[src/hdl/lz_pkg.sv]
// ----------------------------------------------------------------------------
// lz_pkg - shared types, constants and helpers of the Lorenz Euler stepper
// Fixed-point widths, register indexes, multiplier control and the
// saturation functions used by the sequencer and the multiply unit.
// ----------------------------------------------------------------------------
package lz_pkg;

   // default fraction bits of the coordinate format
   localparam int LZ_FRAC_BITS = 24;
   // fraction bits of the dt register
   localparam int LZ_DT_BITS = 24;
   localparam int LZ_HUE_BITS = 16;

   // register indexes of the configuration port
   localparam logic [2:0] REG_SIGMA = 3'd0;
   localparam logic [2:0] REG_RHO   = 3'd1;
   localparam logic [2:0] REG_BETA  = 3'd2;
   localparam logic [2:0] REG_DT    = 3'd3;
   localparam logic [2:0] REG_HUE   = 3'd4;

   // control of the shared multiply unit
   typedef struct packed {
      logic issue;     // load a new product
      logic dt_scale;  // shift by the dt width instead of the fraction width
   } lz_mul_ctl_type;

   // clamp a 64-bit signed value to the 32-bit signed range
   function automatic logic signed [31:0] sat64to32(input logic signed [63:0] v);
      logic signed [31:0] r;
      if (v > 64'sd2147483647) begin
         r = 32'sh7fffffff;
      end else if (v < -64'sd2147483648) begin
         r = 32'sh80000000;
      end else begin
         r = v[31:0];
      end
      return r;
   endfunction

   // clamp a 33-bit signed sum or difference to 32 bits
   function automatic logic signed [31:0] sat33to32(input logic signed [32:0] v);
      logic signed [31:0] r;
      if (v[32] != v[31]) begin
         r = v[32] ? 32'sh80000000 : 32'sh7fffffff;
      end else begin
         r = v[31:0];
      end
      return r;
   endfunction

endpackage

[src/hdl/lz_mul_unit.sv]
// ----------------------------------------------------------------------------
// lz_mul_unit - shared fixed-point multiplier
// Registers the exact 32x32 signed product, then floors it by the fraction
// or dt width and clamps the result to 32 bits for the writeback.
// ----------------------------------------------------------------------------
module lz_mul_unit
   import lz_pkg::*;
#(
   parameter int FRAC_BITS = LZ_FRAC_BITS
) (
   input  logic                  clock,
   input  lz_mul_ctl_type        ctl,
   input  logic signed [31:0]    op_a,
   input  logic signed [31:0]    op_b,
   output logic signed [31:0]    result
);

   logic signed [63:0] prod_ff;
   logic signed [63:0] prod_in;
   logic               dt_sel_ff;
   logic signed [63:0] shifted;

   assign prod_in = op_a * op_b;

   // capture the product and its scaling on issue, hold otherwise
   always_ff @(posedge clock) begin
      if (ctl.issue) begin
         prod_ff   <= prod_in;
         dt_sel_ff <= ctl.dt_scale;
      end
   end

   // arithmetic shift floors toward minus infinity
   always_comb begin
      if (dt_sel_ff) begin
         shifted = prod_ff >>> LZ_DT_BITS;
      end else begin
         shifted = prod_ff >>> FRAC_BITS;
      end
      result = sat64to32(shifted);
   end

endmodule

[src/hdl/lorenz_euler_step.sv]
// ----------------------------------------------------------------------------
// lorenz_euler_step - Lorenz system forward-Euler stepper with hue colour
// Keeps the point in signed fixed point and advances it one Euler step per
// request with tick set; every request returns one point and one colour.
// ----------------------------------------------------------------------------
// A request with tick set occupies the block from acceptance until the
// sequencer is back in idle: a difference step forms y-x and rho-z, seven
// products go one per cycle through the single registered 32x32 multiplier
// (four for the derivatives, three for the dt scaling), and a finish step
// writes z back, advances the hue and loads the response register. A request
// with tick clear is answered from the current state and can be accepted
// every cycle while no held response is stalled. The response register lets a
// new request in while the previous response drains; req_stall is high while
// a step is in progress or while a held response has not been taken.
module lorenz_euler_step
   import lz_pkg::*;
#(
   parameter int FRAC_BITS = LZ_FRAC_BITS
) (
   input  logic                clock,
   input  logic                reset,
   // request channel
   input  logic                req_valid,
   output logic                req_stall,
   input  logic                req_tick,
   // response channel
   output logic                rsp_valid,
   input  logic                rsp_stall,
   output logic signed [31:0]  rsp_pos_x,
   output logic signed [31:0]  rsp_pos_y,
   output logic signed [31:0]  rsp_pos_z,
   output logic [15:0]         rsp_red_level,
   output logic [16:0]         rsp_green_blue_level,
   // configuration port
   input  logic                csr_write,
   input  logic [2:0]          csr_index,
   input  logic [31:0]         csr_data
);

   // reset values; the coefficients and the point follow the fraction width
   localparam logic signed [63:0] ONE       = 64'sd1 <<< FRAC_BITS;
   localparam logic signed [31:0] SIGMA_RST = sat64to32(ONE * 64'sd10);
   localparam logic signed [31:0] RHO_RST   = sat64to32(ONE * 64'sd28);
   localparam logic signed [31:0] BETA_RST  = sat64to32((ONE * 64'sd8 + 64'sd1) / 64'sd3);
   localparam logic signed [31:0] POS_RST   = sat64to32(ONE / 64'sd100);
   localparam logic [23:0]        DT_RST    = 24'd167772;
   localparam logic [15:0]        HUE_RST   = 16'd655;

   // sequencer steps
   localparam logic [3:0] ST_IDLE   = 4'd0;
   localparam logic [3:0] ST_DIFF   = 4'd1;
   localparam logic [3:0] ST_MUL_FX = 4'd2;
   localparam logic [3:0] ST_MUL_T1 = 4'd3;
   localparam logic [3:0] ST_MUL_T2 = 4'd4;
   localparam logic [3:0] ST_MUL_T3 = 4'd5;
   localparam logic [3:0] ST_DT_X   = 4'd6;
   localparam logic [3:0] ST_DT_Y   = 4'd7;
   localparam logic [3:0] ST_DT_Z   = 4'd8;
   localparam logic [3:0] ST_FINISH = 4'd9;

   logic [3:0]         state_ff, state_in;

   logic signed [31:0] sigma_ff, rho_ff, beta_ff;
   logic [23:0]        dt_ff;
   logic [15:0]        hue_step_ff;

   logic signed [31:0] x_ff, y_ff, z_ff;
   logic [15:0]        hue_ff;

   logic signed [31:0] dxy_ff, drz_ff;
   logic signed [31:0] fx_ff, fy_ff, fz_ff;

   logic               rsp_valid_ff;
   logic signed [31:0] pos_x_ff, pos_y_ff, pos_z_ff;
   logic [15:0]        red_ff;
   logic [16:0]        gb_ff;

   lz_mul_ctl_type     mul_ctl;
   logic signed [31:0] op_a, op_b, mul_res;

   logic               out_free, accept, load_now, load_step;
   logic signed [31:0] z_new;
   logic [16:0]        hue_sum;

   assign out_free  = !rsp_valid_ff || !rsp_stall;
   assign req_stall = (state_ff != ST_IDLE) || !out_free;
   assign accept    = req_valid && !req_stall;
   assign load_now  = accept && !req_tick;
   assign load_step = (state_ff == ST_FINISH) && out_free;

   assign z_new   = sat33to32({z_ff[31], z_ff} + {mul_res[31], mul_res});
   assign hue_sum = {1'b0, hue_ff} + {1'b0, hue_step_ff};

   // pick multiplier operands for the step being issued
   always_comb begin
      op_a             = x_ff;
      op_b             = y_ff;
      mul_ctl.issue    = state_ff inside {[ST_MUL_FX:ST_DT_Z]};
      mul_ctl.dt_scale = state_ff inside {[ST_DT_X:ST_DT_Z]};
      case (state_ff)
         ST_MUL_FX: begin
            op_a = sigma_ff;
            op_b = dxy_ff;
         end
         ST_MUL_T1: begin
            op_a = x_ff;
            op_b = drz_ff;
         end
         ST_MUL_T2: begin
            op_a = x_ff;
            op_b = y_ff;
         end
         ST_MUL_T3: begin
            op_a = beta_ff;
            op_b = z_ff;
         end
         ST_DT_X: begin
            op_a = fx_ff;
            op_b = {8'd0, dt_ff};
         end
         ST_DT_Y: begin
            op_a = fy_ff;
            op_b = {8'd0, dt_ff};
         end
         ST_DT_Z: begin
            op_a = fz_ff;
            op_b = {8'd0, dt_ff};
         end
         default: begin
            op_a = x_ff;
            op_b = y_ff;
         end
      endcase
   end

   lz_mul_unit #(
      .FRAC_BITS (FRAC_BITS)
   ) u_mul (
      .clock  (clock),
      .ctl    (mul_ctl),
      .op_a   (op_a),
      .op_b   (op_b),
      .result (mul_res)
   );

   // advance the sequencer; hold the last step until the response slot is free
   always_comb begin
      state_in = state_ff;
      case (state_ff)
         ST_IDLE: begin
            if (accept && req_tick) begin
               state_in = ST_DIFF;
            end
         end
         ST_FINISH: begin
            if (out_free) begin
               state_in = ST_IDLE;
            end
         end
         default: begin
            state_in = state_ff + 4'd1;
         end
      endcase
   end

   always_ff @(posedge clock) begin
      if (reset) begin
         state_ff <= ST_IDLE;
      end else begin
         state_ff <= state_in;
      end
   end

   // configuration registers
   always_ff @(posedge clock) begin
      if (reset) begin
         sigma_ff    <= SIGMA_RST;
         rho_ff      <= RHO_RST;
         beta_ff     <= BETA_RST;
         dt_ff       <= DT_RST;
         hue_step_ff <= HUE_RST;
      end else if (csr_write) begin
         case (csr_index)
            REG_SIGMA: sigma_ff    <= csr_data;
            REG_RHO:   rho_ff      <= csr_data;
            REG_BETA:  beta_ff     <= csr_data;
            REG_DT:    dt_ff       <= csr_data[23:0];
            REG_HUE:   hue_step_ff <= csr_data[15:0];
            default: begin
            end
         endcase
      end
   end

   // intermediate terms: differences and derivatives
   always_ff @(posedge clock) begin
      case (state_ff)
         ST_DIFF: begin
            dxy_ff <= sat33to32({y_ff[31], y_ff} - {x_ff[31], x_ff});
            drz_ff <= sat33to32({rho_ff[31], rho_ff} - {z_ff[31], z_ff});
         end
         ST_MUL_T1: fx_ff <= mul_res;
         ST_MUL_T2: fy_ff <= sat33to32({mul_res[31], mul_res} - {y_ff[31], y_ff});
         ST_MUL_T3: fz_ff <= mul_res;
         ST_DT_X:   fz_ff <= sat33to32({fz_ff[31], fz_ff} - {mul_res[31], mul_res});
         default: begin
         end
      endcase
   end

   // point and hue state
   always_ff @(posedge clock) begin
      if (reset) begin
         x_ff   <= POS_RST;
         y_ff   <= POS_RST;
         z_ff   <= POS_RST;
         hue_ff <= '0;
      end else begin
         if (state_ff == ST_DT_Y) begin
            x_ff <= sat33to32({x_ff[31], x_ff} + {mul_res[31], mul_res});
         end
         if (state_ff == ST_DT_Z) begin
            y_ff <= sat33to32({y_ff[31], y_ff} + {mul_res[31], mul_res});
         end
         if (load_step) begin
            z_ff   <= z_new;
            hue_ff <= hue_sum[16] ? 16'd0 : hue_sum[15:0];
         end
      end
   end

   // response register
   always_ff @(posedge clock) begin
      if (reset) begin
         rsp_valid_ff <= 1'b0;
      end else if (load_now || load_step) begin
         rsp_valid_ff <= 1'b1;
      end else if (!rsp_stall) begin
         rsp_valid_ff <= 1'b0;
      end
   end

   always_ff @(posedge clock) begin
      if (load_now || load_step) begin
         pos_x_ff <= x_ff;
         pos_y_ff <= y_ff;
         pos_z_ff <= load_step ? z_new : z_ff;
         red_ff   <= hue_ff;
         gb_ff    <= 17'h10000 - {1'b0, hue_ff};
      end
   end

   assign rsp_valid            = rsp_valid_ff;
   assign rsp_pos_x            = pos_x_ff;
   assign rsp_pos_y            = pos_y_ff;
   assign rsp_pos_z            = pos_z_ff;
   assign rsp_red_level        = red_ff;
   assign rsp_green_blue_level = gb_ff;

endmodule

[config.mk]
export PLATFORM = sky130hd
export DESIGN_NAME = lorenz_euler_step
export DESIGN_NICKNAME = d
export VERILOG_FILES = /design/src/hdl/lz_pkg.sv /design/src/hdl/lz_mul_unit.sv /design/src/hdl/lorenz_euler_step.sv
export SDC_FILE = /design/constraint.sdc
export NUM_CORES = 2
export LEC_CHECK = 0
export ABC_CLOCK_PERIOD_IN_PS = 12100
export BUFFER_PORTS_ARGS = -buffer_cell sky130_fd_sc_hd__buf_2
export CORE_ASPECT_RATIO = 1.4
export CORE_UTILIZATION = 50
export CTS_BUF_LIST = sky130_fd_sc_hd__clkbuf_4 sky130_fd_sc_hd__clkbuf_8
export DETAILED_ROUTE_END_ITERATION = 6
export PLACE_DENSITY = 0.69
export SETUP_SLACK_MARGIN = 0.02
export SLEW_MARGIN = 10
export SYNTH_ARGS = -nofsm -noshare
export SYNTH_HDL_FRONTEND = slang
export SYNTH_SLANG_ARGS = --single-unit
[constraint.sdc]
create_clock -name clock -period 12.1 [get_ports clock]
set_clock_uncertainty 0.2 [all_clocks]
set_input_delay 2.42 -clock clock [delete_from_list [all_inputs] [get_ports clock]]
set_output_delay 2.42 -clock clock [all_outputs]
set_load 0.05 [all_outputs]
==> impl_metrics.py <==
metrics = {
    "clock_network": {
        "cts_root_buf": "clkbuf_8",
        "cts.clk_slew.worst_paths_ns": 0.07,
        "tritoncts": "built",
        "cts_setup_buffers": 0,
        "cts_max_path_buffers": 3,
        "h-tree-depth": 3,
        "cts_sinks": 581,
        "cts_hold_buf": 0,
        "cts_resized": 0,
        "insertion_delay_ns": 0.89,
        "cts_buffers": 93,
    },
    "yosys": {
        "synth_seq_cells": 581,
        "yosysMostFrequentCell": "inv_1",
        "synth_fp_nets": 9057,
        "ys.warnings.count": 0,
        "synth_top_area_frac": 0.3152,
        "synthTopCellsByArea": "fa_1 (32%), edfxtp_1 (14%), ha_1 (7.7%), dfxtp_1 (7.3%), inv_1 (6.8%)",
        "ys.flop_type": "edfxtp_1",
        "postSynthAreaPerCell_um2": 9.219,
        "synth-edff-count": 328,
        "yosys-top-cells-count": "inv_1 (1257), fa_1 (1089), nand2_1 (840)",
        "synth_area_um2": 69160,
        "yosysSeqAreaShare": 0.2157,
        "netlist.top_cell.by_area": "fa_1",
        "ys_types": 110,
        "syn_inst": 7502,
        "async_flop_share": 0,
    },
    "drt": {
        "ant_nets": 0,
        "drt_iter0_markers": 5211,
        "vias": 56230,
        "wl_um": 245600,
        "drcViolationCount": 7,
        "via_per_inst": 5.918,
        "wl_per_cell_um": 25.85,
        "first_pass_iters": 7,
    },
    "grt": {
        "grt_overflow": 0,
        "grt_pass1_wl_um": 366200,
        "track_usage": 0.3555,
        "grt_pass1_vias": 59580,
        "antenna_found_initial": 5,
        "grt_max_degree": 101,
    },
    "sta": {
        "slew_violations": 0,
        "max_slew_margin": 0.1194,
        "hold_viol": 0,
        "fin_crit_ns": 11.52,
        "fmax_mhz": 86.82,
        "fin_crit_sh": 0.9519,
        "tightest_slew_ns": 1.312,
        "rsz0062_at_grt": "false",
        "tns_ns": 0,
        "setup_viol": 0,
    },
    "floorplan": {
        "die_y_um": 442.0,
        "io_pins": 172,
        "initial_core_util": 0.5034,
        "die_x_um": 316.3,
        "dieArea_um2": 139800,
        "coreArea_um2": 137400,
        "rows": 161,
    },
    "placed_design": {
        "gp_congestion": 1.029,
        "hpwl_um": 197300,
        "port_buffers": 171,
    },
    "worst_setup_path": {
        "slowest_stage": "o21ai_2",
        "cp.required_ns": 12.45,
        "cp_max_fo": 22,
        "endpoint_kind": "flop",
        "critPathArrivalTime_ns": 11.86,
        "critPathKind": "reg2reg",
        "critPathMaxStageDelay_ns": 0.93,
        "ff2ff_path_depth": 32,
        "start_kind": "flop",
        "cp_common_cell": "fa_1",
    },
    "layout": {
        "drive_above_1_share": 0.09330,
        "nFillCells": 12570,
        "layout.nets": 9181,
        "syn2layout_area_growth_pct": 8.355,
    },
    "job": {
        "drv_cap": 0,
    },
    "hold_path": {
        "holdPathStages": 2,
        "hold_path_class": "reg2reg",
    },
    "status": {
        "status": "finished, violations left",
        "violations": "DRC",
    },
}
## layout make-up
cell class | instances | area [um2] | share of cell area
clock buffer | 126 | 1590 | 0.02122
multi-input combinational | 5314 | 48490 | 0.6471
sequential | 581 | 14910 | 0.1990
inverter | 1263 | 4741 | 0.06326
clock inverter | 49 | 529.3 | 0.007063
timing repair buffer | 373 | 2416 | 0.03224
tap | 1793 | 2243 | 0.02994
antenna | 3 | 7.507 | 0.0001002
## final timing paths
check | startpoint | end | slack (ns)
worst min-delay path | beta_ff[4] | beta_ff[4] | 0.26
worst max register to register | state_ff[0] | u_mul.prod_ff[58] | 0.58
worst max-delay path | state_ff[0] | u_mul.prod_ff[58] | 0.58
worst min register to register | beta_ff[4] | beta_ff[4] | 0.26
## registers in the layout (all words and copies together) (netlist names), 24 cells and up
name / count
beta_ff: 32
drz_ff: 32
dt_ff: 24
dxy_ff: 32
fx_ff: 32
fy_ff: 32
fz_ff: 32
rho_ff: 32
rsp_pos_x: 32
rsp_pos_y: 32
rsp_pos_z: 32
sigma_ff: 32
u_mul.prod_ff: 40
x_ff: 32
y_ff: 32
z_ff: 32
## kinds of logic after synthesis
group                      share of synthesized area
adders and majority gates                     0.3965
muxes                                      0.0007418
buffers and inverters                        0.08825
and+or+nand+nor                               0.1312
AOI/OAI and AO/OA                             0.1330
DFF                                           0.2157
xor gates and xnor gates                     0.03463
## metrics by stage
step	cell area [um2]	setup slack (ns)	hold slack, ns	util	cells
after CTS	74930	0.7614	0.2545	0.5454	9499
after global routing	74930	0.2254	0.2678	0.5454	9500
after global placement	72810	1.010	0.2422	0.5300	9324
after detailed placement	72810	0.8211	0.2459	0.5300	9324
final	74940	0.5815	0.2598	0.5454	9502
after floorplan	69160	1.762	0.2357	-	7502
## placed cells by master (no fill, tap or decap), drive strengths merged, types with 21 or more instances in the layout
master  instances
nor2b          62
fa           1089
o21a           66
o211ai         21
dfxtp         253
and3           25
a21o          148
buf           373
nand3          90
and2           23
a22oi          82
o21bai         46
or2            37
a222oi         58
nand2         841
nor3           45
nor2          798
nand3b         47
ha            425
a21oi         485
o31ai          22
a221oi         36
maj3           30
clkbuf        126
xnor2         203
xor2           67
clkinv         33
o21ai         249
edfxtp        328
inv          1265
nand2b         75
## routing by layer
layer / vias to the layer above / share of wire / track usage
met5: - / 0.000086 / 0
met4: 4 / 0.094 / 0.2716
met3: 957 / 0.085 / 0.06734
met2: 2946 / 0.48 / 0.5876
met1: 27870 / 0.34 / 0.4043
li1: 24460 / - / -
## worst max-delay path: cells and delay by family, from the launching register on
family | cells | cell delay (ns)
AND/OR/NAND/NOR | 4 | 1.18
XOR/XNOR | 1 | 0.15
AO/OA/AOI/OAI | 12 | 3.65
flip-flops | 1 | 0.47
adder cells (fa/ha/maj) | 10 | 4.58
buffers and inverters | 5 | 0.97
Power is left out: the tool's default activity adds up to more than one toggle a clock period on the data nets, which glitch-free logic cannot reach.
